[src/egcd_pkg.sv]
`default_nettype none

package egcd_pkg;

  // Fixed result field widths
  localparam int unsigned GcdW   = 16;
  localparam int unsigned CoefW  = 17;
  localparam int unsigned CountW = 5;
  localparam int unsigned InW    = 16;

  localparam logic [CountW-1:0] CountMax = 5'd31;

  // Controller -> datapath
  typedef struct packed {
    logic load;      // take a new operand pair
    logic div_init;  // clear remainder, load dividend
    logic div_step;  // one restoring division bit
    logic mul;       // register quotient * current coefficients
    logic upd;       // coefficient / operand update, restart divider
    logic out_load;  // capture result into the output register
  } cmd_t;

  // Datapath -> controller
  typedef struct packed {
    logic b_zero;    // divisor is zero
    logic r_zero;    // remainder of last division is zero
    logic div_last;  // final division bit this cycle
  } status_t;

endpackage

`default_nettype wire

[src/egcd_ctrl.sv]
`default_nettype none

module egcd_ctrl (
  input  wire                logic clk_i,
  input  wire                logic rst_ni,
  input  wire                logic in_valid_i,
  output                     logic in_ready_o,
  output                     logic out_valid_o,
  input  wire                logic out_ready_i,
  input  wire egcd_pkg::status_t  status_i,
  output      egcd_pkg::cmd_t     cmd_o
);

  typedef enum logic [2:0] {
    S_IDLE,
    S_CHECK,
    S_DIV,
    S_TEST,
    S_UPD,
    S_HOLD
  } state_e;

  state_e state_q, state_d;
  logic   out_valid_q, out_valid_d;
  logic   out_free;

  assign out_free    = !out_valid_q || out_ready_i;
  assign in_ready_o  = (state_q == S_IDLE);
  assign out_valid_o = out_valid_q;

  always_comb begin
    cmd_o       = '0;
    state_d     = state_q;
    out_valid_d = out_valid_q && !out_ready_i;
    unique case (state_q)
      S_IDLE: begin
        if (in_valid_i) begin
          cmd_o.load = 1'b1;
          state_d    = S_CHECK;
        end
      end
      S_CHECK: begin
        if (status_i.b_zero) begin
          state_d = S_HOLD;
        end else begin
          cmd_o.div_init = 1'b1;
          state_d        = S_DIV;
        end
      end
      S_DIV: begin
        cmd_o.div_step = 1'b1;
        if (status_i.div_last) state_d = S_TEST;
      end
      S_TEST: begin
        if (status_i.r_zero) begin
          state_d = S_HOLD;
        end else begin
          cmd_o.mul = 1'b1;
          state_d   = S_UPD;
        end
      end
      S_UPD: begin
        cmd_o.upd = 1'b1;
        state_d   = S_DIV;
      end
      S_HOLD: begin
        if (out_free) begin
          cmd_o.out_load = 1'b1;
          out_valid_d    = 1'b1;
          state_d        = S_IDLE;
        end
      end
      default: state_d = S_IDLE;
    endcase
  end

  always_ff @(posedge clk_i or negedge rst_ni) begin
    if (!rst_ni) begin
      state_q     <= S_IDLE;
      out_valid_q <= 1'b0;
    end else begin
      state_q     <= state_d;
      out_valid_q <= out_valid_d;
    end
  end

endmodule

`default_nettype wire

[src/egcd_datapath.sv]
`default_nettype none

module egcd_datapath #(
  parameter int unsigned OPERAND_WIDTH = 16
) (
  input  wire                 logic clk_i,
  input  wire logic [egcd_pkg::InW-1:0]  first_value_i,
  input  wire logic [egcd_pkg::InW-1:0]  second_value_i,
  input  wire egcd_pkg::cmd_t            cmd_i,
  output      egcd_pkg::status_t         status_o,
  output      logic [egcd_pkg::GcdW-1:0]   gcd_value_o,
  output      logic signed [egcd_pkg::CoefW-1:0] coef_first_o,
  output      logic signed [egcd_pkg::CoefW-1:0] coef_second_o,
  output      logic [egcd_pkg::CountW-1:0] step_count_o
);

  localparam int unsigned W    = OPERAND_WIDTH;
  localparam int unsigned CntW = (W > 1) ? $clog2(W) : 1;
  localparam int unsigned CW   = egcd_pkg::CoefW;
  localparam logic [CntW-1:0] CntLast = CntW'(W - 1);

  logic [W-1:0]    a_q, b_q;
  logic [W-1:0]    rem_q, quo_q;
  logic [CntW-1:0] cnt_q;
  logic [CW-1:0]   up_q, vp_q, uc_q, vc_q;
  logic [CW-1:0]   pu_q, pv_q;
  logic [egcd_pkg::CountW-1:0] steps_q;

  logic [egcd_pkg::GcdW-1:0]   gcd_q;
  logic [CW-1:0]               cf_q, cs_q;
  logic [egcd_pkg::CountW-1:0] sc_q;

  logic [W:0] rem_sh, diff;
  logic [CW-1:0] q_lo;

  // restoring division, one quotient bit a cycle
  assign rem_sh = {rem_q, quo_q[W-1]};
  assign diff   = rem_sh - {1'b0, b_q};
  assign q_lo   = CW'(quo_q);

  assign status_o.b_zero   = (b_q == '0);
  assign status_o.r_zero   = (rem_q == '0);
  assign status_o.div_last = (cnt_q == CntLast);

  always_ff @(posedge clk_i) begin
    if (cmd_i.load) begin
      a_q     <= W'(first_value_i);
      b_q     <= W'(second_value_i);
      up_q    <= CW'(1);
      vp_q    <= '0;
      uc_q    <= '0;
      vc_q    <= CW'(1);
      steps_q <= '0;
    end
    if (cmd_i.div_init) begin
      rem_q <= '0;
      quo_q <= a_q;
      cnt_q <= '0;
    end
    if (cmd_i.div_step) begin
      if (!diff[W]) begin
        rem_q <= diff[W-1:0];
        quo_q <= {quo_q[W-2:0], 1'b1};
      end else begin
        rem_q <= rem_sh[W-1:0];
        quo_q <= {quo_q[W-2:0], 1'b0};
      end
      cnt_q <= cnt_q + CntW'(1);
    end
    if (cmd_i.mul) begin
      // only the low coefficient bits are kept, so products wrap
      pu_q <= CW'(q_lo * uc_q);
      pv_q <= CW'(q_lo * vc_q);
    end
    if (cmd_i.upd) begin
      uc_q  <= up_q - pu_q;
      vc_q  <= vp_q - pv_q;
      up_q  <= uc_q;
      vp_q  <= vc_q;
      a_q   <= b_q;
      b_q   <= rem_q;
      quo_q <= b_q;
      rem_q <= '0;
      cnt_q <= '0;
      if (steps_q != egcd_pkg::CountMax) steps_q <= steps_q + 5'd1;
    end
    if (cmd_i.out_load) begin
      if (b_q == '0) begin
        gcd_q <= egcd_pkg::GcdW'(a_q);
        cf_q  <= up_q;
        cs_q  <= vp_q;
      end else begin
        gcd_q <= egcd_pkg::GcdW'(b_q);
        cf_q  <= uc_q;
        cs_q  <= vc_q;
      end
      sc_q <= steps_q;
    end
  end

  assign gcd_value_o   = gcd_q;
  assign coef_first_o  = cf_q;
  assign coef_second_o = cs_q;
  assign step_count_o  = sc_q;

endmodule

`default_nettype wire

[src/extended_gcd_unit.sv]
// Extended Euclid unit: gcd of two unsigned operands with Bezout
// coefficients u, v (u*first + v*second = gcd) and the division step count.
// Input channel: in_valid_i/in_ready_o with first_value_i, second_value_i.
// Output channel: out_valid_o/out_ready_i with gcd_value_o, coef_first_o,
// coef_second_o (17-bit two's complement) and step_count_o.
// One operand pair is worked on at a time; in_ready_o is high only when
// the unit is idle. Each Euclid step runs the bit-serial restoring
// divider, then the coefficient multiply, then the update; a final
// division with a zero remainder ends the run, and a zero second
// operand skips division. 16-bit operands take up to 22 steps. The
// next input beat can be taken in the cycle after the result is loaded.
// The result sits in an output register; a stalled receiver holds the
// beat there, and a finished result waits until that register is free.
// Reset clears the controller and the output valid; payload registers are
// not reset.
`default_nettype none

module extended_gcd_unit #(
  parameter int unsigned OPERAND_WIDTH = 16
) (
  input  wire  logic clk_i,
  input  wire  logic rst_ni,
  input  wire  logic in_valid_i,
  output       logic in_ready_o,
  input  wire  logic [egcd_pkg::InW-1:0] first_value_i,
  input  wire  logic [egcd_pkg::InW-1:0] second_value_i,
  output       logic out_valid_o,
  input  wire  logic out_ready_i,
  output       logic [egcd_pkg::GcdW-1:0]   gcd_value_o,
  output       logic signed [egcd_pkg::CoefW-1:0] coef_first_o,
  output       logic signed [egcd_pkg::CoefW-1:0] coef_second_o,
  output       logic [egcd_pkg::CountW-1:0] step_count_o
);

  // command and status between sequencer and datapath
  egcd_pkg::cmd_t    cmd;
  egcd_pkg::status_t status;

  egcd_ctrl u_ctrl (
    .clk_i       (clk_i),
    .rst_ni      (rst_ni),
    .in_valid_i  (in_valid_i),
    .in_ready_o  (in_ready_o),
    .out_valid_o (out_valid_o),
    .out_ready_i (out_ready_i),
    .status_i    (status),
    .cmd_o       (cmd)
  );

  egcd_datapath #(
    .OPERAND_WIDTH (OPERAND_WIDTH)
  ) u_datapath (
    .clk_i          (clk_i),
    .first_value_i  (first_value_i),
    .second_value_i (second_value_i),
    .cmd_i          (cmd),
    .status_o       (status),
    .gcd_value_o    (gcd_value_o),
    .coef_first_o   (coef_first_o),
    .coef_second_o  (coef_second_o),
    .step_count_o   (step_count_o)
  );

endmodule

`default_nettype wire

[config.mk]
export PLATFORM = sky130hd
export DESIGN_NAME = extended_gcd_unit
export DESIGN_NICKNAME = d
export VERILOG_FILES = /design/src/egcd_pkg.sv /design/src/egcd_ctrl.sv /design/src/egcd_datapath.sv /design/src/extended_gcd_unit.sv
export SDC_FILE = /design/constraint.sdc
export NUM_CORES = 1
export LEC_CHECK = 0
export BUFFER_PORTS_ARGS = -buffer_cell sky130_fd_sc_hd__buf_4
export CAP_MARGIN = 5
export CORE_MARGIN = 2
export CORE_UTILIZATION = 59
export DETAILED_ROUTE_END_ITERATION = 8
export GPL_TIMING_DRIVEN = 0
export PLACE_DENSITY = 0.84
export SYNTH_ARGS = -nofsm -noshare
export SYNTH_HDL_FRONTEND = slang
export SYNTH_SLANG_ARGS = --single-unit
[constraint.sdc]
create_clock -name clk_i -period 14.7 [get_ports clk_i]
set_clock_uncertainty 0.15 [all_clocks]
set_input_delay 2.94 -clock clk_i [delete_from_list [all_inputs] [get_ports clk_i]]
set_output_delay 2.94 -clock clk_i [all_outputs]
set_load 0.005 [all_outputs]
# Word level (Yosys, flattened, before mapping)
# Cells that the tools add are included.
[word_totals]
word_cells = 89
regBits = 234
[op_classes]
n_mux = 43
eq_ne = 10
n_mul = 2
n_reduce_logical = 11
n_addsub = 5
[op_table]
columns = ["operator", "count"]
rows = [
  ["$mux W16", 11],
  ["$mux W17", 8],
  ["$mul A16 B17 Y17", 2],
  ["$sub A17 B17 Y17", 2],
  ["$logic_not A16 Y1", 2],
  ["$pmux W3 S6", 1],
  ["$sub A17 B16 Y17", 1],
  ["$mux W5", 3],
  ["$mux W1", 14],
  ["$mux W3", 4],
  ["$mux W4", 2],
  ["$eq A3 B2 Y1 const B", 2],
  ["$eq A3 B3 Y1 const B", 2],
  ["$add A5 B1 Y5 const B", 1],
  ["$ne A5 B5 Y1 const B", 1],
  ["$add A4 B1 Y4 const B", 1],
  ["$eq A4 B4 Y1 const B", 1],
  ["$ne A2 B2 Y1 const B", 2],
  ["$reduce_bool A2 Y1", 2],
  ["$eq A3 B1 Y1 const B", 1],
  ["$logic_not A3 Y1", 1],
  ["$reduce_and A3 Y1", 1],
  ["$reduce_bool A3 Y1", 1],
  ["$logic_not A1 Y1", 2],
  ["3 further kinds", 3],
]

# Depth between registers and ports, before layout
[logic_depth]
ltp_word = 6
mapped_depth = 21

# By module
# Synthesis repeated with hierarchy kept, for this count alone.
[hier_totals]
cells_unflattened = 1988
hier_area_um2 = 20236.9
[modules_own_cells]
columns = ["module", "area_each_um2", "seq_area_each_um2", "instances", "cells_per_inst"]
rows = [
  ["egcd_datapath", 19955.4, 6656.4, 1, 1957],
  ["egcd_ctrl", 281.5, 100.1, 1, 31],
]

# Least setup slack after synthesis
# No wires, ideal clock.
[synth_timing]
path_type = "input -> register"
startpoint = "in out_ready_i"
endpoint = "reg u_datapath.cf_q[0], in the netlist u_datapath.coef_first_o[0], enable pin"
required_time_ps = 14082
path_buffers = 0
path_stages = 2
t_arrival_ps = 5321
setup_ps = 468
slack_ps = 8761
cell_sequence = "nor2b_1 -> nor2_1"
[synth_lines]
columns = ["element", "line", "source"]
rows = [
  ["start: declaration", "extended_gcd_unit.sv:28", "input wire logic out_ready_i,"],
  ["end signal: assignment", "egcd_datapath.sv:90", "cf_q <= up_q;"],
  ["end signal: assignment", "egcd_datapath.sv:94", "cf_q <= uc_q;"],
  ["end: declaration", "egcd_datapath.sv:30", "logic [CW-1:0] cf_q, cs_q;"],
]

# Final worst setup path
[layout_timing]
startpoint = "reg u_datapath.quo_q[2]"
endpoint = "reg u_datapath.pv_q[16] (data pin)"
[layout_between]
elab_chain_cells = 1
[layout_rtl]
columns = ["element", "line", "source"]
rows = [
  ["start: declaration", "egcd_datapath.sv:23", "logic [W-1:0] rem_q, quo_q;"],
  ["start signal: assignment", "egcd_datapath.sv:57", "quo_q <= a_q;"],
  ["start signal: assignment", "egcd_datapath.sv:63", "quo_q <= {quo_q[W-2:0], 1'b1};"],
  ["start signal: assignment", "egcd_datapath.sv:66", "quo_q <= {quo_q[W-2:0], 1'b0};"],
  ["$mul A16 B17 Y17", "egcd_datapath.sv:73", "pv_q <= CW'(q_lo * vc_q);"],
  ["end signal: assignment", "egcd_datapath.sv:73", ""],
  ["end: declaration", "egcd_datapath.sv:26", "logic [CW-1:0] pu_q, pv_q;"],
]
# No other way between the ends.
# A chain may end at the register's enable or synchronous reset.

==> flow_summary_export.csv <==
group,metric,value,unit
global_route,grt_pass1_wl,89390,um
worst_setup_path,crit_chain,"clkbuf_1 -> clkbuf_1 -> nand2_1 -> fa_1 -> fa_1 -> inv_1 -> ha_1 -> fa_1 -> fa_1 -> inv_1 -> fa_1 -> inv_1 -> ha_1 -> o21ai_0 -> a21oi_1 -> o21ai_1 -> o311a_1 -> a31oi_1 -> xnor2_1",
floorplanning,die_h,190.6,um
floorplanning,die_x,190.6,um
yosys,post_synth_inst_count,2158,
global_route,first_global_vias,16890,
yosys,synth_area,20540,um2
worst_setup_path,worstPathRequired,14.80,ns
outcome,status,"complete, no violations",
worst_setup_path,cp_data_arrival_time,7.01,ns
yosys,synth_seq_cells,234,
sta,fin_tns_setup,0,ns
detailed_routing,drt_iter0_markers,1462,
cts,clockBufferDepth,3,
sta,relSlewSlack,0.3562,
worst_setup_path,end_kind,"flop",
hold_path,min_path_type,"reg -> reg",
sta,fmax,144.7,MHz
detailed_routing,avgRoutedWirePerCell,20.69,um
detailed_routing,drt_wl_total,56910,um
finish,fin_cells,2750,
global_route,track_usage,0.3214,
global_route,grtUsageMet3,0.04987,
global_route,met1_usage,0.4009,
sta,worstMarginPinSlew,0.9657,ns
cts,cts_root_buffer,"clkbuf_16",
worst_setup_path,start_kind,"flop",
global_route,grt_overflow,0,
sta,maxSlewViolCount,0,
sta,rsz0062_at_grt,"false",
placement,gp_congestion,0.9545,
global_route,grt_max_degree,54,
yosys,synth_edf_count,205,
run,cap_violations,0,
yosys,ys.flop_type,"edfxtp_1",
sta,final.min_clock_period,6.910,ns
detailed_routing,ant_nets,0,
placement,place.port_buffers,92,
hold_path,hp-start,"u_datapath.steps_q[4]",
placement,dp_hpwl,43900,um
yosys,syn-num-nets,2536,
cts,cts_num_sinks,234,
finish,drive_gt1_frac,0.07367,
yosys,synth_area_leaders,"edfxtp_1, fa_1, ha_1",
yosys,synthArstFlopShare,0.01709,
global_route,antenna_found_initial,1,
floorplanning,start_util,0.5976,
cts,cts_hold_buf,0,
worst_setup_path,crit_top_cell,"fa_1",
floorplanning,num_io_pins,93,
global_route,met2_usage,0.5404,
worst_setup_path,path_delay_family,"adder cells",
cts,cts_tree,"done",
worst_setup_path,path_buf_inv,5,
worst_setup_path,cp-startpoint,"u_datapath.quo_q[2]",
yosys,yosysWarnings,0,
sta,finalSetupViolations,0,
worst_setup_path,critPathMaxFanout,10,
yosys,avgSynthCellArea,9.519,um2
yosys,synthTopCellsByCount,"nand2_1, inv_1, edfxtp_1",
cts,post_cts_buffers,0,
sta,holdWs,0.3224,ns
placement,placed_cells,2707,
detailed_routing,drc,0,
yosys,ys_types,70,
worst_setup_path,r2r-start,"u_datapath.quo_q[2]",
worst_setup_path,crit_path_max_incr_delay,0.64,ns
detailed_routing,vias,16240,
sta,period_share,0.4701,
detailed_routing,vias_per_cell,5.904,
yosys,yosys.area.top_type,"edfxtp_1",
global_route,busiest_layer,"met2",
cts,cts_resized,0,
yosys,yosysSeqAreaShare,0.3289,
sta,hold_viol,0,
detailed_routing,firstDrtPassIters,7,
finish,nets,2655,
worst_setup_path,criticalPathCategory,"reg -> reg",
floorplanning,die_area,36320,um2
cts,clk_latency,0.53,ns
yosys,synth_top_area_frac,0.2997,
yosys,yosysMostFrequentCell,"nand2_1",
cts,path_clk_slew,0.07,ns
worst_setup_path,critPathSlowestCell,"clkbuf_1",
cts,htree_levels,1,
floorplanning,fp-row-count,68,
finish,area_growth,10.11,%
cts,cts_buffers,23,
floorplanning,coreArea,34370,um2
==> state kept, by name, summed over array words and instances, names as in the netlist, 17 cells and up <==
register                  cells
u_datapath.coef_first_o      17
u_datapath.up_q              17
u_datapath.uc_q              17
u_datapath.vc_q              17
u_datapath.vp_q              17
u_datapath.coef_second_o     17
u_datapath.pu_q              17
u_datapath.pv_q              17
==> cell usage in the layout (no fill, tap or decap), drive strengths merged, types with 48 or more instances in the layout <==
cell type / n
o21ai: 60
nor2: 56
nand2: 437
edfxtp: 205
ha: 151
clkbuf: 106
a21oi: 48
xnor2: 73
and2: 144
buf: 109
inv: 319
fa: 191
==> final cells by class <==
| cell class | instances | area [um2] |
|---|---|---|
| Multi-Input combinational cell | 1513 | 12210 |
| Fill cell | 2703 | 11760 |
| Sequential cell | 234 | 6756 |
| Inverter | 316 | 1186 |
| Timing Repair Buffer | 94 | 738.2 |
| Clock buffer | 26 | 629.4 |
| Tap cell | 455 | 569.3 |
| Buffer | 95 | 400.4 |
| Clock inverter | 16 | 120.1 |
| Antenna cell | 1 | 2.502 |
==> final timing paths <==
path / cells after the start / endpoint / slack (ns)
worst max-delay path: 19 / u_datapath.pv_q[16] / 7.79
worst max register to register: 19 / u_datapath.pv_q[16] / 7.79
min in group asynchronous: 1 / u_ctrl.out_valid_o / 2.04
worst min-delay path: 0 / u_datapath.step_count_o[4] / 0.32
max in group asynchronous: 1 / u_ctrl.state_q[0] / 12.26
worst min register to register: 0 / u_datapath.step_count_o[4] / 0.32
==> layer usage <==
metal  wire, um  share of wire  vias to the layer above
met3       5608          0.099                      211
met1      20760           0.36                     7862
met4       3194          0.056                        0
li1           -              -                     7242
met5          0              0                        -
met2      27350           0.48                      922
==> worst register-to-register path: stages (launching register included) <==
cell	delay, ns
edfxtp_1	0.50
clkbuf_1	0.48
clkbuf_1	0.64
nand2_1	0.17
fa_1	0.51
fa_1	0.54
inv_1	0.05
ha_1	0.19
fa_1	0.48
fa_1	0.56
inv_1	0.05
fa_1	0.50
inv_1	0.06
ha_1	0.36
o21ai_0	0.13
a21oi_1	0.15
o21ai_1	0.13
o311a_1	0.38
a31oi_1	0.38
xnor2_1	0.21
==> kinds of logic (layout without fill, tap and decap cells) <==
kind of cell / after synthesis / count (layout) / synth area share
DFF: 234 / 234 / 0.3289
muxes: 18 / 18 / 0.008771
adders and majority gates: 342 / 342 / 0.2781
buffers and inverters: 411 / 547 / 0.07724
other: 0 / 1 / 0
xor gates and xnor gates: 107 / 107 / 0.04562
AOI/OAI and AO/OA: 229 / 229 / 0.07462
and+or+nand+nor: 817 / 817 / 0.1867
==> stage by stage <==
| step | worst slack, ns | instance area (um2) | util |
|---|---|---|---|
| after CTS | 7.912 | 22610 | 0.6579 |
| final | 7.790 | 22620 | 0.6580 |
| after global routing | 7.554 | 22620 | 0.6580 |
| after global placement | 7.404 | 21800 | 0.6342 |
| after floorplan | 8.761 | 20540 | - |
| after detailed placement | 7.947 | 21860 | 0.6361 |
Power is left out: the tool's default activity adds up to more than one toggle a clock period on the data nets, which glitch-free logic cannot reach.
